## config.mk

```make
export PLATFORM = sky130hd
export DESIGN_NAME = pkp_ctrl
export DESIGN_NICKNAME = d
export VERILOG_FILES = /design/src/sv/pkp_pkg.sv /design/src/sv/pkp_ctrl.sv
export SDC_FILE = /design/constraint.sdc
export NUM_CORES = 1
export LEC_CHECK = 0
export CAP_MARGIN = 20
export CORE_MARGIN = 8
export CORE_UTILIZATION = 60
export CTS_CLUSTER_DIAMETER = 50
export CTS_CLUSTER_SIZE = 10
export DETAILED_ROUTE_END_ITERATION = 16
export DONT_BUFFER_PORTS = 1
export HOLD_SLACK_MARGIN = 0.06
export PLACE_DENSITY_LB_ADDON = 0.25
export SLEW_MARGIN = 5
export SYNTH_ARGS = -nofsm -noshare
export SYNTH_HDL_FRONTEND = slang
export SYNTH_SLANG_ARGS = --single-unit
```

## constraint.sdc

```tcl
create_clock -name i_clk -period 4.55 [get_ports i_clk]
set_input_delay 0.455 -clock i_clk [delete_from_list [all_inputs] [get_ports i_clk]]
set_output_delay 0.455 -clock i_clk [all_outputs]
set_load 0.02 [all_outputs]
```

## src/sv/pkp_pkg.sv

```systemverilog
// Shared types, codes and command/status structs of the polynomial kernel perceptron.
package pkp_pkg;

    // Operation codes of the input item.
    localparam logic [1:0] OP_SCORE   = 2'd0;
    localparam logic [1:0] OP_UPDATE  = 2'd1;
    localparam logic [1:0] OP_AVERAGE = 2'd2;

    // Result status codes.
    localparam logic [1:0] ST_OK    = 2'd0;
    localparam logic [1:0] ST_BOUND = 2'd1;
    localparam logic [1:0] ST_FULL  = 2'd2;

    // Configuration register indexes.
    localparam logic [1:0] CFG_DEGREE  = 2'd0;
    localparam logic [1:0] CFG_BIAS    = 2'd1;
    localparam logic [1:0] CFG_AVG_CNT = 2'd2;
    localparam logic [1:0] CFG_DIM     = 2'd3;

    localparam int CFG_IDX_W  = 2;
    localparam int CFG_DATA_W = 24;

    localparam logic signed [31:0] ONE_Q16 = 32'sh0001_0000;

    typedef struct packed {
        logic [1:0]         op;
        logic signed [15:0] element;
        logic [8:0]         vector_index;
        logic signed [31:0] weight_change;
        logic               use_average;
    } t_in;

    typedef struct packed {
        logic signed [31:0] score;
        logic [1:0]         status;
    } t_out;

    typedef struct packed {
        logic       ib_we;
        logic       vs_we;
        logic       capture;
        logic       dot_rd;
        logic       dot_clear;
        logic       total_clear;
        logic       base_load;
        logic       pow_mul;
        logic       pow_rnd;
        logic       w_mul;
        logic       w_rnd;
        logic       upd_wr;
        logic       app_wr;
        logic       div_start;
        logic       avg_wr;
        logic       out_load;
        logic       out_score;
        logic [1:0] out_status;
    } t_cmd;

    typedef struct packed {
        logic dot_busy;
        logic div_busy;
        logic div_done;
        logic out_free;
    } t_sts;

endpackage

```

## src/sv/pkp_ctrl.sv

```systemverilog
// Controller: sequences element loading, scoring, weight updates and averaging.
module pkp_ctrl #(
    parameter int MAX_VECTORS = 256,
    parameter int MAX_DIM     = 64,
    localparam int AW = (MAX_VECTORS > 1) ? $clog2(MAX_VECTORS) : 1,
    localparam int PW = (MAX_DIM > 1) ? $clog2(MAX_DIM) : 1,
    localparam int DW = $clog2(MAX_DIM + 1)
) (
    input  logic          i_clk,
    input  logic          i_rst_n,
    input  logic          i_in_valid,
    output logic          o_in_ready,
    input  pkp_pkg::t_in  i_in,
    input  pkp_pkg::t_sts i_sts,
    input  logic [3:0]    i_degree,
    input  logic [DW-1:0] i_dim,
    output pkp_pkg::t_cmd o_cmd,
    output logic [AW-1:0] o_vs_row,
    output logic [PW-1:0] o_col,
    output logic [AW-1:0] o_w_addr
);
    localparam int CW = $clog2(MAX_VECTORS + 1);

    typedef enum logic [12:0] {
        S_IDLE     = 13'b0000000000001,
        S_DOT      = 13'b0000000000010,
        S_DOT_END  = 13'b0000000000100,
        S_POW_MUL  = 13'b0000000001000,
        S_POW_RND  = 13'b0000000010000,
        S_W_MUL    = 13'b0000000100000,
        S_W_RND    = 13'b0000001000000,
        S_UPD_RD   = 13'b0000010000000,
        S_UPD_WR   = 13'b0000100000000,
        S_AVG_RD   = 13'b0001000000000,
        S_AVG_ST   = 13'b0010000000000,
        S_AVG_WAIT = 13'b0100000000000,
        S_OUT      = 13'b1000000000000
    } t_state;

    t_state        r_state, n_state;
    logic [PW-1:0] r_pos, n_pos;
    logic [CW-1:0] r_count, n_count;
    logic [AW-1:0] r_j, n_j;
    logic [PW-1:0] r_i, n_i;
    logic [3:0]    r_pc, n_pc;
    logic [AW-1:0] r_idx, n_idx;
    logic          r_app, n_app;
    logic [1:0]    r_ostat, n_ostat;
    logic          r_osel, n_osel;
    logic          last;
    pkp_pkg::t_cmd cmd;

    always_ff @(posedge i_clk) begin
        if (!i_rst_n) begin
            r_state <= S_IDLE;
            r_pos   <= '0;
            r_count <= '0;
        end else begin
            r_state <= n_state;
            r_pos   <= n_pos;
            r_count <= n_count;
        end
    end

    always_ff @(posedge i_clk) begin
        r_j     <= n_j;
        r_i     <= n_i;
        r_pc    <= n_pc;
        r_idx   <= n_idx;
        r_app   <= n_app;
        r_ostat <= n_ostat;
        r_osel  <= n_osel;
    end

    assign last = (int'(r_pos) + 1) >= int'(i_dim);

    always_comb begin
        n_state = r_state;
        n_pos   = r_pos;
        n_count = r_count;
        n_j     = r_j;
        n_i     = r_i;
        n_pc    = r_pc;
        n_idx   = r_idx;
        n_app   = r_app;
        n_ostat = r_ostat;
        n_osel  = r_osel;
        cmd     = '0;
        case (r_state)
            S_IDLE: begin
                if (i_in_valid) begin
                    case (i_in.op)
                        pkp_pkg::OP_SCORE: begin
                            cmd.ib_we = 1'b1;
                            n_pos = last ? '0 : r_pos + 1'b1;
                            if (last) begin
                                cmd.capture     = 1'b1;
                                cmd.total_clear = 1'b1;
                                n_j     = '0;
                                n_i     = '0;
                                n_ostat = pkp_pkg::ST_OK;
                                n_osel  = 1'b1;
                                n_state = (r_count == '0) ? S_OUT : S_DOT;
                            end
                        end
                        pkp_pkg::OP_UPDATE: begin
                            cmd.vs_we = int'(r_count) < MAX_VECTORS;
                            n_pos = last ? '0 : r_pos + 1'b1;
                            if (last) begin
                                cmd.capture = 1'b1;
                                n_idx   = AW'(i_in.vector_index);
                                n_osel  = 1'b0;
                                n_ostat = pkp_pkg::ST_OK;
                                if (int'(i_in.vector_index) < int'(r_count)) begin
                                    n_app   = 1'b0;
                                    n_state = S_UPD_RD;
                                end else if (int'(i_in.vector_index) == int'(r_count)) begin
                                    if (int'(r_count) < MAX_VECTORS) begin
                                        n_app   = 1'b1;
                                        n_state = S_UPD_RD;
                                    end else begin
                                        n_ostat = pkp_pkg::ST_FULL;
                                        n_state = S_OUT;
                                    end
                                end else begin
                                    n_ostat = pkp_pkg::ST_BOUND;
                                    n_state = S_OUT;
                                end
                            end
                        end
                        pkp_pkg::OP_AVERAGE: begin
                            if (r_count != '0) begin
                                n_j     = '0;
                                n_state = S_AVG_RD;
                            end
                        end
                        default: ;
                    endcase
                end
            end
            S_DOT: begin
                cmd.dot_rd    = 1'b1;
                cmd.dot_clear = (r_i == '0);
                if ((int'(r_i) + 1) >= int'(i_dim)) begin
                    n_i     = '0;
                    n_state = S_DOT_END;
                end else begin
                    n_i = r_i + 1'b1;
                end
            end
            S_DOT_END: begin
                if (!i_sts.dot_busy) begin
                    cmd.base_load = 1'b1;
                    n_pc    = '0;
                    n_state = (i_degree == '0) ? S_W_MUL : S_POW_MUL;
                end
            end
            S_POW_MUL: begin
                cmd.pow_mul = 1'b1;
                n_state     = S_POW_RND;
            end
            S_POW_RND: begin
                cmd.pow_rnd = 1'b1;
                if ((int'(r_pc) + 1) >= int'(i_degree)) begin
                    n_state = S_W_MUL;
                end else begin
                    n_pc    = r_pc + 1'b1;
                    n_state = S_POW_MUL;
                end
            end
            S_W_MUL: begin
                cmd.w_mul = 1'b1;
                n_state   = S_W_RND;
            end
            S_W_RND: begin
                cmd.w_rnd = 1'b1;
                if ((int'(r_j) + 1) >= int'(r_count)) begin
                    n_state = S_OUT;
                end else begin
                    n_j     = r_j + 1'b1;
                    n_state = S_DOT;
                end
            end
            S_UPD_RD: begin
                n_state = S_UPD_WR;
            end
            S_UPD_WR: begin
                if (r_app) begin
                    cmd.app_wr = 1'b1;
                    n_count    = r_count + 1'b1;
                end else begin
                    cmd.upd_wr = 1'b1;
                end
                n_state = S_OUT;
            end
            S_AVG_RD: begin
                n_state = S_AVG_ST;
            end
            S_AVG_ST: begin
                cmd.div_start = 1'b1;
                n_state       = S_AVG_WAIT;
            end
            S_AVG_WAIT: begin
                if (i_sts.div_done) begin
                    cmd.avg_wr = 1'b1;
                    if ((int'(r_j) + 1) >= int'(r_count)) begin
                        n_state = S_IDLE;
                    end else begin
                        n_j     = r_j + 1'b1;
                        n_state = S_AVG_RD;
                    end
                end
            end
            S_OUT: begin
                if (i_sts.out_free) begin
                    cmd.out_load   = 1'b1;
                    cmd.out_score  = r_osel;
                    cmd.out_status = r_ostat;
                    n_state        = S_IDLE;
                end
            end
            default: n_state = S_IDLE;
        endcase
    end

    assign o_cmd      = cmd;
    assign o_in_ready = (r_state == S_IDLE);
    assign o_vs_row   = (r_state == S_IDLE) ? r_count[AW-1:0] : r_j;
    assign o_col      = (r_state == S_IDLE) ? r_pos : r_i;
    assign o_w_addr   = (r_state == S_UPD_RD || r_state == S_UPD_WR) ? r_idx : r_j;

`ifndef ASSERT_OFF
    a_count_bound: assert property (@(posedge i_clk) disable iff (!i_rst_n)
        int'(r_count) <= MAX_VECTORS)
        else $error("vector count exceeds the store size");

    a_pos_bound: assert property (@(posedge i_clk) disable iff (!i_rst_n)
        int'(r_pos) < MAX_DIM)
        else $error("element position beyond the buffer");

    a_out_free: assert property (@(posedge i_clk) disable iff (!i_rst_n)
        cmd.out_load |-> i_sts.out_free)
        else $error("result loaded over an untaken result");

    a_div_idle: assert property (@(posedge i_clk) disable iff (!i_rst_n)
        cmd.div_start |-> !i_sts.div_busy)
        else $error("divider restarted while busy");
`endif

endmodule

```

==> impl_metrics.xml <==
<?xml version="1.0" encoding="UTF-8"?>
<metrics>
  <group name="sta">
    <metric name="post-route-period-util" unit="">0.764</metric>
    <metric name="total_count_of_max_transition_violations_in_the_final_report" unit="">0</metric>
    <metric name="setup_violations" unit="">0</metric>
    <metric name="timing.setup.tns" unit="ns">0</metric>
    <metric name="min_period" unit="ns">3.48</metric>
    <metric name="timing_hold_violations_final" unit="">0</metric>
    <metric name="max_slew.worst_pin.slew" unit="ns">0.902</metric>
    <metric name="rsz0062_at_grt" unit="">false</metric>
    <metric name="fmaxAchievable" unit="GHz">0.288</metric>
    <metric name="max-slew-margin-rel" unit="">0.399</metric>
    <metric name="final.setup_skew" unit="ns">0.00482</metric>
  </group>
  <group name="hold_path">
    <metric name="worst_hold_path_type" unit="">in -&gt; reg</metric>
    <metric name="timing.hold.worst.start" unit="">i_in[35]</metric>
    <metric name="timing.hold.worst_path_depth" unit="">0</metric>
  </group>
  <group name="worst_setup_path">
    <metric name="rr_worst_depth" unit="">11</metric>
    <metric name="reg2reg_to" unit="">r_j[4]$_SDFFCE_PN0P_</metric>
    <metric name="timing.critical_path.to_type" unit="">flip-flop</metric>
    <metric name="criticalPathCategory" unit="">reg -&gt; reg</metric>
    <metric name="worst_setup_path_startpoint" unit="">r_j[0]$_SDFFCE_PN0P_</metric>
    <metric name="rrSetupSlack" unit="ns">1.07</metric>
    <metric name="crit_path_end" unit="">r_j[4]$_SDFFCE_PN0P_</metric>
    <metric name="worstSetupStartpointType" unit="">flip-flop</metric>
    <metric name="worst-endpoint-arrival" unit="ns">3.66</metric>
    <metric name="regToRegStartpoint" unit="">r_j[0]$_SDFFCE_PN0P_</metric>
    <metric name="timing.critical_path.fanout_max" unit="">13</metric>
    <metric name="worst_ep_required_time" unit="ns">4.74</metric>
  </group>
  <group name="cells_and_area">
    <metric name="post_route_cells_drive_above_1_share" unit="">0.122</metric>
    <metric name="final_area" unit="mm2">0.00472</metric>
    <metric name="final_cell_utilization_of_the_core" unit="">0.654</metric>
    <metric name="flow.area_growth_from_synthesis" unit="%">6.28</metric>
    <metric name="design.final.nets" unit="">613</metric>
    <metric name="fill_cells" unit="">621</metric>
    <metric name="antenna-diode-count" unit="">0</metric>
  </group>
  <group name="synthesis">
    <metric name="syn-num-nets" unit="">612</metric>
    <metric name="synth.largest_area_cell" unit="">sky130_fd_sc_hd__edfxtp_1</metric>
    <metric name="syn_area" unit="mm2">0.00444</metric>
    <metric name="synth_cells" unit="">487</metric>
    <metric name="synth_seq_cells" unit="">58</metric>
    <metric name="postSynthAreaPerCell" unit="um2">9.12</metric>
    <metric name="synth_top_cells_by_count" unit="">sky130_fd_sc_hd__ha_1, sky130_fd_sc_hd__nor2_1, sky130_fd_sc_hd__inv_1</metric>
    <metric name="synth_largest_type_area_fraction" unit="">0.203</metric>
    <metric name="synth_async_sr_flop_share" unit="">0</metric>
    <metric name="yosysWarnings" unit="">0</metric>
    <metric name="synth_enable_flop_cells" unit="">30</metric>
    <metric name="post-synth-top-count-cell" unit="">sky130_fd_sc_hd__ha_1</metric>
    <metric name="synth_unique_cells" unit="">62</metric>
    <metric name="sequential_share_of_the_synthesized_area" unit="">0.329</metric>
    <metric name="synth_ff_type" unit="">sky130_fd_sc_hd__edfxtp_1</metric>
    <metric name="synthTopCellsByArea" unit="">sky130_fd_sc_hd__edfxtp_1, sky130_fd_sc_hd__ha_1, sky130_fd_sc_hd__dfxtp_1</metric>
  </group>
  <group name="floorplanning">
    <metric name="coreArea" unit="mm2">0.00721</metric>
    <metric name="dieWidth" unit="um">102</metric>
    <metric name="die_area" unit="mm2">0.0104</metric>
    <metric name="floorplan.rows" unit="">31</metric>
    <metric name="floorplan.initialDensity" unit="">0.616</metric>
    <metric name="floorplan.die.height" unit="um">102</metric>
    <metric name="io_pins" unit="">120</metric>
  </group>
  <group name="routing">
    <metric name="drt_first_pass_iters" unit="">5</metric>
    <metric name="vias_per_cell" unit="">6.20</metric>
    <metric name="drc" unit="">0</metric>
    <metric name="avgRoutedWirePerCell" unit="um">18.5</metric>
    <metric name="wirelength" unit="mm">10.9</metric>
    <metric name="detail-route-antenna-nets" unit="">0</metric>
    <metric name="vias" unit="">3673</metric>
    <metric name="drt_iter0_markers" unit="">319</metric>
  </group>
  <group name="placement">
    <metric name="io_buffers" unit="">0</metric>
    <metric name="finalWeightedCongestion" unit="">0.916</metric>
    <metric name="placed_cell_area" unit="mm2">0.00452</metric>
    <metric name="hpwl_dp" unit="mm">8.57</metric>
  </group>
  <group name="pwr">
    <metric name="power_density" unit="mW/mm2">269</metric>
    <metric name="max-vdd-ir-drop" unit="mV">0.165</metric>
    <metric name="design_power_total" unit="mW">1.27</metric>
    <metric name="power.static_leakage" unit="nW">1.85</metric>
  </group>
  <group name="global_route">
    <metric name="overflow" unit="">0</metric>
    <metric name="grt_pass1_vias" unit="">3596</metric>
    <metric name="grt_start_max_net_pins" unit="">20</metric>
    <metric name="initial_antenna_violation_count" unit="">0</metric>
    <metric name="grt_util_all_layers" unit="">0.219</metric>
    <metric name="grt_pass1_wl" unit="mm">17.8</metric>
  </group>
  <group name="cts">
    <metric name="tritoncts_buffer_count" unit="">9</metric>
    <metric name="cts.repair.resized" unit="">0</metric>
    <metric name="cts_tree" unit="">built</metric>
    <metric name="clock_tree.buffer_depth" unit="">2</metric>
    <metric name="cts.reportedPaths.clkPinSlew" unit="ns">0.06</metric>
    <metric name="cts_htree_levels" unit="">3</metric>
    <metric name="cts_sinks" unit="">58</metric>
    <metric name="cts_hold_repair.buffers" unit="">0</metric>
    <metric name="cts.repair_timing.setup_buffer_count" unit="">0</metric>
    <metric name="clkLatencyLatePin" unit="ns">0.34</metric>
    <metric name="cts.root.buffer_cell" unit="">sky130_fd_sc_hd__clkbuf_8</metric>
  </group>
  <group name="flow_run">
    <metric name="drv.max_cap_violation_count" unit="">0</metric>
  </group>
  <group name="outcome">
    <metric name="outcome" unit="">finished, final reports clean</metric>
  </group>
</metrics>
cell type report:
| class | count | area (um2) | area share |
|---|---|---|---|
| inverter | 34 | 128 | 0.0270 |
| sequential | 58 | 1460 | 0.310 |
| timing repair buffer | 4 | 30.0 | 0.00636 |
| clock buffer | 14 | 163 | 0.0345 |
| multi-input combinational | 381 | 2780 | 0.589 |
| tap | 99 | 124 | 0.0262 |
| clock inverter | 2 | 35.0 | 0.00742 |
through the flow:
step	setup WS (ns)	hold WS, ns	cells
2_1_floorplan	1.27	0.481	487
3_3_place_gp	1.16	0.495	576
3_5_place_dp	1.09	0.511	576
4_1_cts	1.05	0.193	592
5_1_grt	0.749	0.189	592
6_report	1.07	0.203	592
sequential cells by signal, summed over array words and instances (netlist names):
register	cells
r_ostat	2
r_state	13
r_count	9
r_osel	1
r_pos	6
r_idx	8
r_pc	4
r_i	6
r_app	1
r_j	8
routing by layer:
| metal | share of wire | global-route usage |
|---|---|---|
| met3 | 0.082 | 0.0593 |
| met5 | 0 | 0 |
| met1 | 0.42 | 0.256 |
| met4 | 0.016 | 0.0643 |
| met2 | 0.49 | 0.382 |
cells in the final DEF (no fill, tap or decap), types with 3 or more instances in the layout:
cell	instances
sky130_fd_sc_hd__nand2_1	30
sky130_fd_sc_hd__mux2_2	21
sky130_fd_sc_hd__a211o_1	3
sky130_fd_sc_hd__nor3_1	10
sky130_fd_sc_hd__nor4_1	12
sky130_fd_sc_hd__clkbuf_8	11
sky130_fd_sc_hd__edfxtp_1	30
sky130_fd_sc_hd__a21o_1	4
sky130_fd_sc_hd__xor2_1	10
sky130_fd_sc_hd__o21ai_1	3
sky130_fd_sc_hd__nand3_1	13
sky130_fd_sc_hd__or4_1	7
sky130_fd_sc_hd__o22ai_1	3
sky130_fd_sc_hd__clkbuf_1	3
sky130_fd_sc_hd__or4b_2	7
sky130_fd_sc_hd__dfxtp_1	28
sky130_fd_sc_hd__or3_1	6
sky130_fd_sc_hd__inv_1	33
sky130_fd_sc_hd__nor2_1	45
sky130_fd_sc_hd__and2_1	13
sky130_fd_sc_hd__o21a_1	3
sky130_fd_sc_hd__a21oi_1	22
sky130_fd_sc_hd__xnor2_1	17
sky130_fd_sc_hd__o211ai_1	5
sky130_fd_sc_hd__nor3b_1	5
sky130_fd_sc_hd__ha_1	47
sky130_fd_sc_hd__nor2b_1	8
sky130_fd_sc_hd__o21ai_0	22
sky130_fd_sc_hd__nand4_1	6
sky130_fd_sc_hd__and3_1	12
sky130_fd_sc_hd__buf_4	4
sky130_fd_sc_hd__nor4b_1	3
sky130_fd_sc_hd__nand2b_1	7
critical path, stage by stage (launching register included):
cell                        delay [ns]
sky130_fd_sc_hd__edfxtp_1         0.50
sky130_fd_sc_hd__ha_1             0.27
sky130_fd_sc_hd__nand3_1          0.16
sky130_fd_sc_hd__or2_2            0.37
sky130_fd_sc_hd__xnor2_1          0.14
sky130_fd_sc_hd__ha_1             0.30
sky130_fd_sc_hd__nand4_1          0.10
sky130_fd_sc_hd__nor2_1           0.06
sky130_fd_sc_hd__a2111oi_2        0.45
sky130_fd_sc_hd__o21ai_1          0.41
sky130_fd_sc_hd__or3_1            0.42
sky130_fd_sc_hd__a21oi_1          0.15
where the power goes:
part	internal [mW]	switching, mW	total (mW)
Sequential	0.555	0.0146	0.570
Combinational	0.0792	0.135	0.214
Clock	0.283	0.203	0.486
cells by family (layout without fill, tap and decap cells):
family          after synthesis  count (layout)  share of synthesized area
mux                          23              23                     0.0578
xor+xnor                     27              27                     0.0533
simple gates                201             201                      0.261
flops                        58              58                      0.329
fa+ha+maj                    47              47                      0.132
buf+inv                      48              54                     0.0451
compound gates               83              83                      0.121
how the worst min path moves through the flow:
stage                     slack, ns                 endpoint
after floorplan                0.48  r_count[6]$_SDFFE_PN0P_
after global placement         0.49  r_count[6]$_SDFFE_PN0P_
after detailed placement       0.51  r_count[6]$_SDFFE_PN0P_
after CTS                      0.19       r_idx[3]$_DFFE_PP_
after global routing           0.19       r_idx[5]$_DFFE_PP_
final                          0.20       r_idx[2]$_DFFE_PP_
Note: power is estimated with default switching activity, not from simulation.
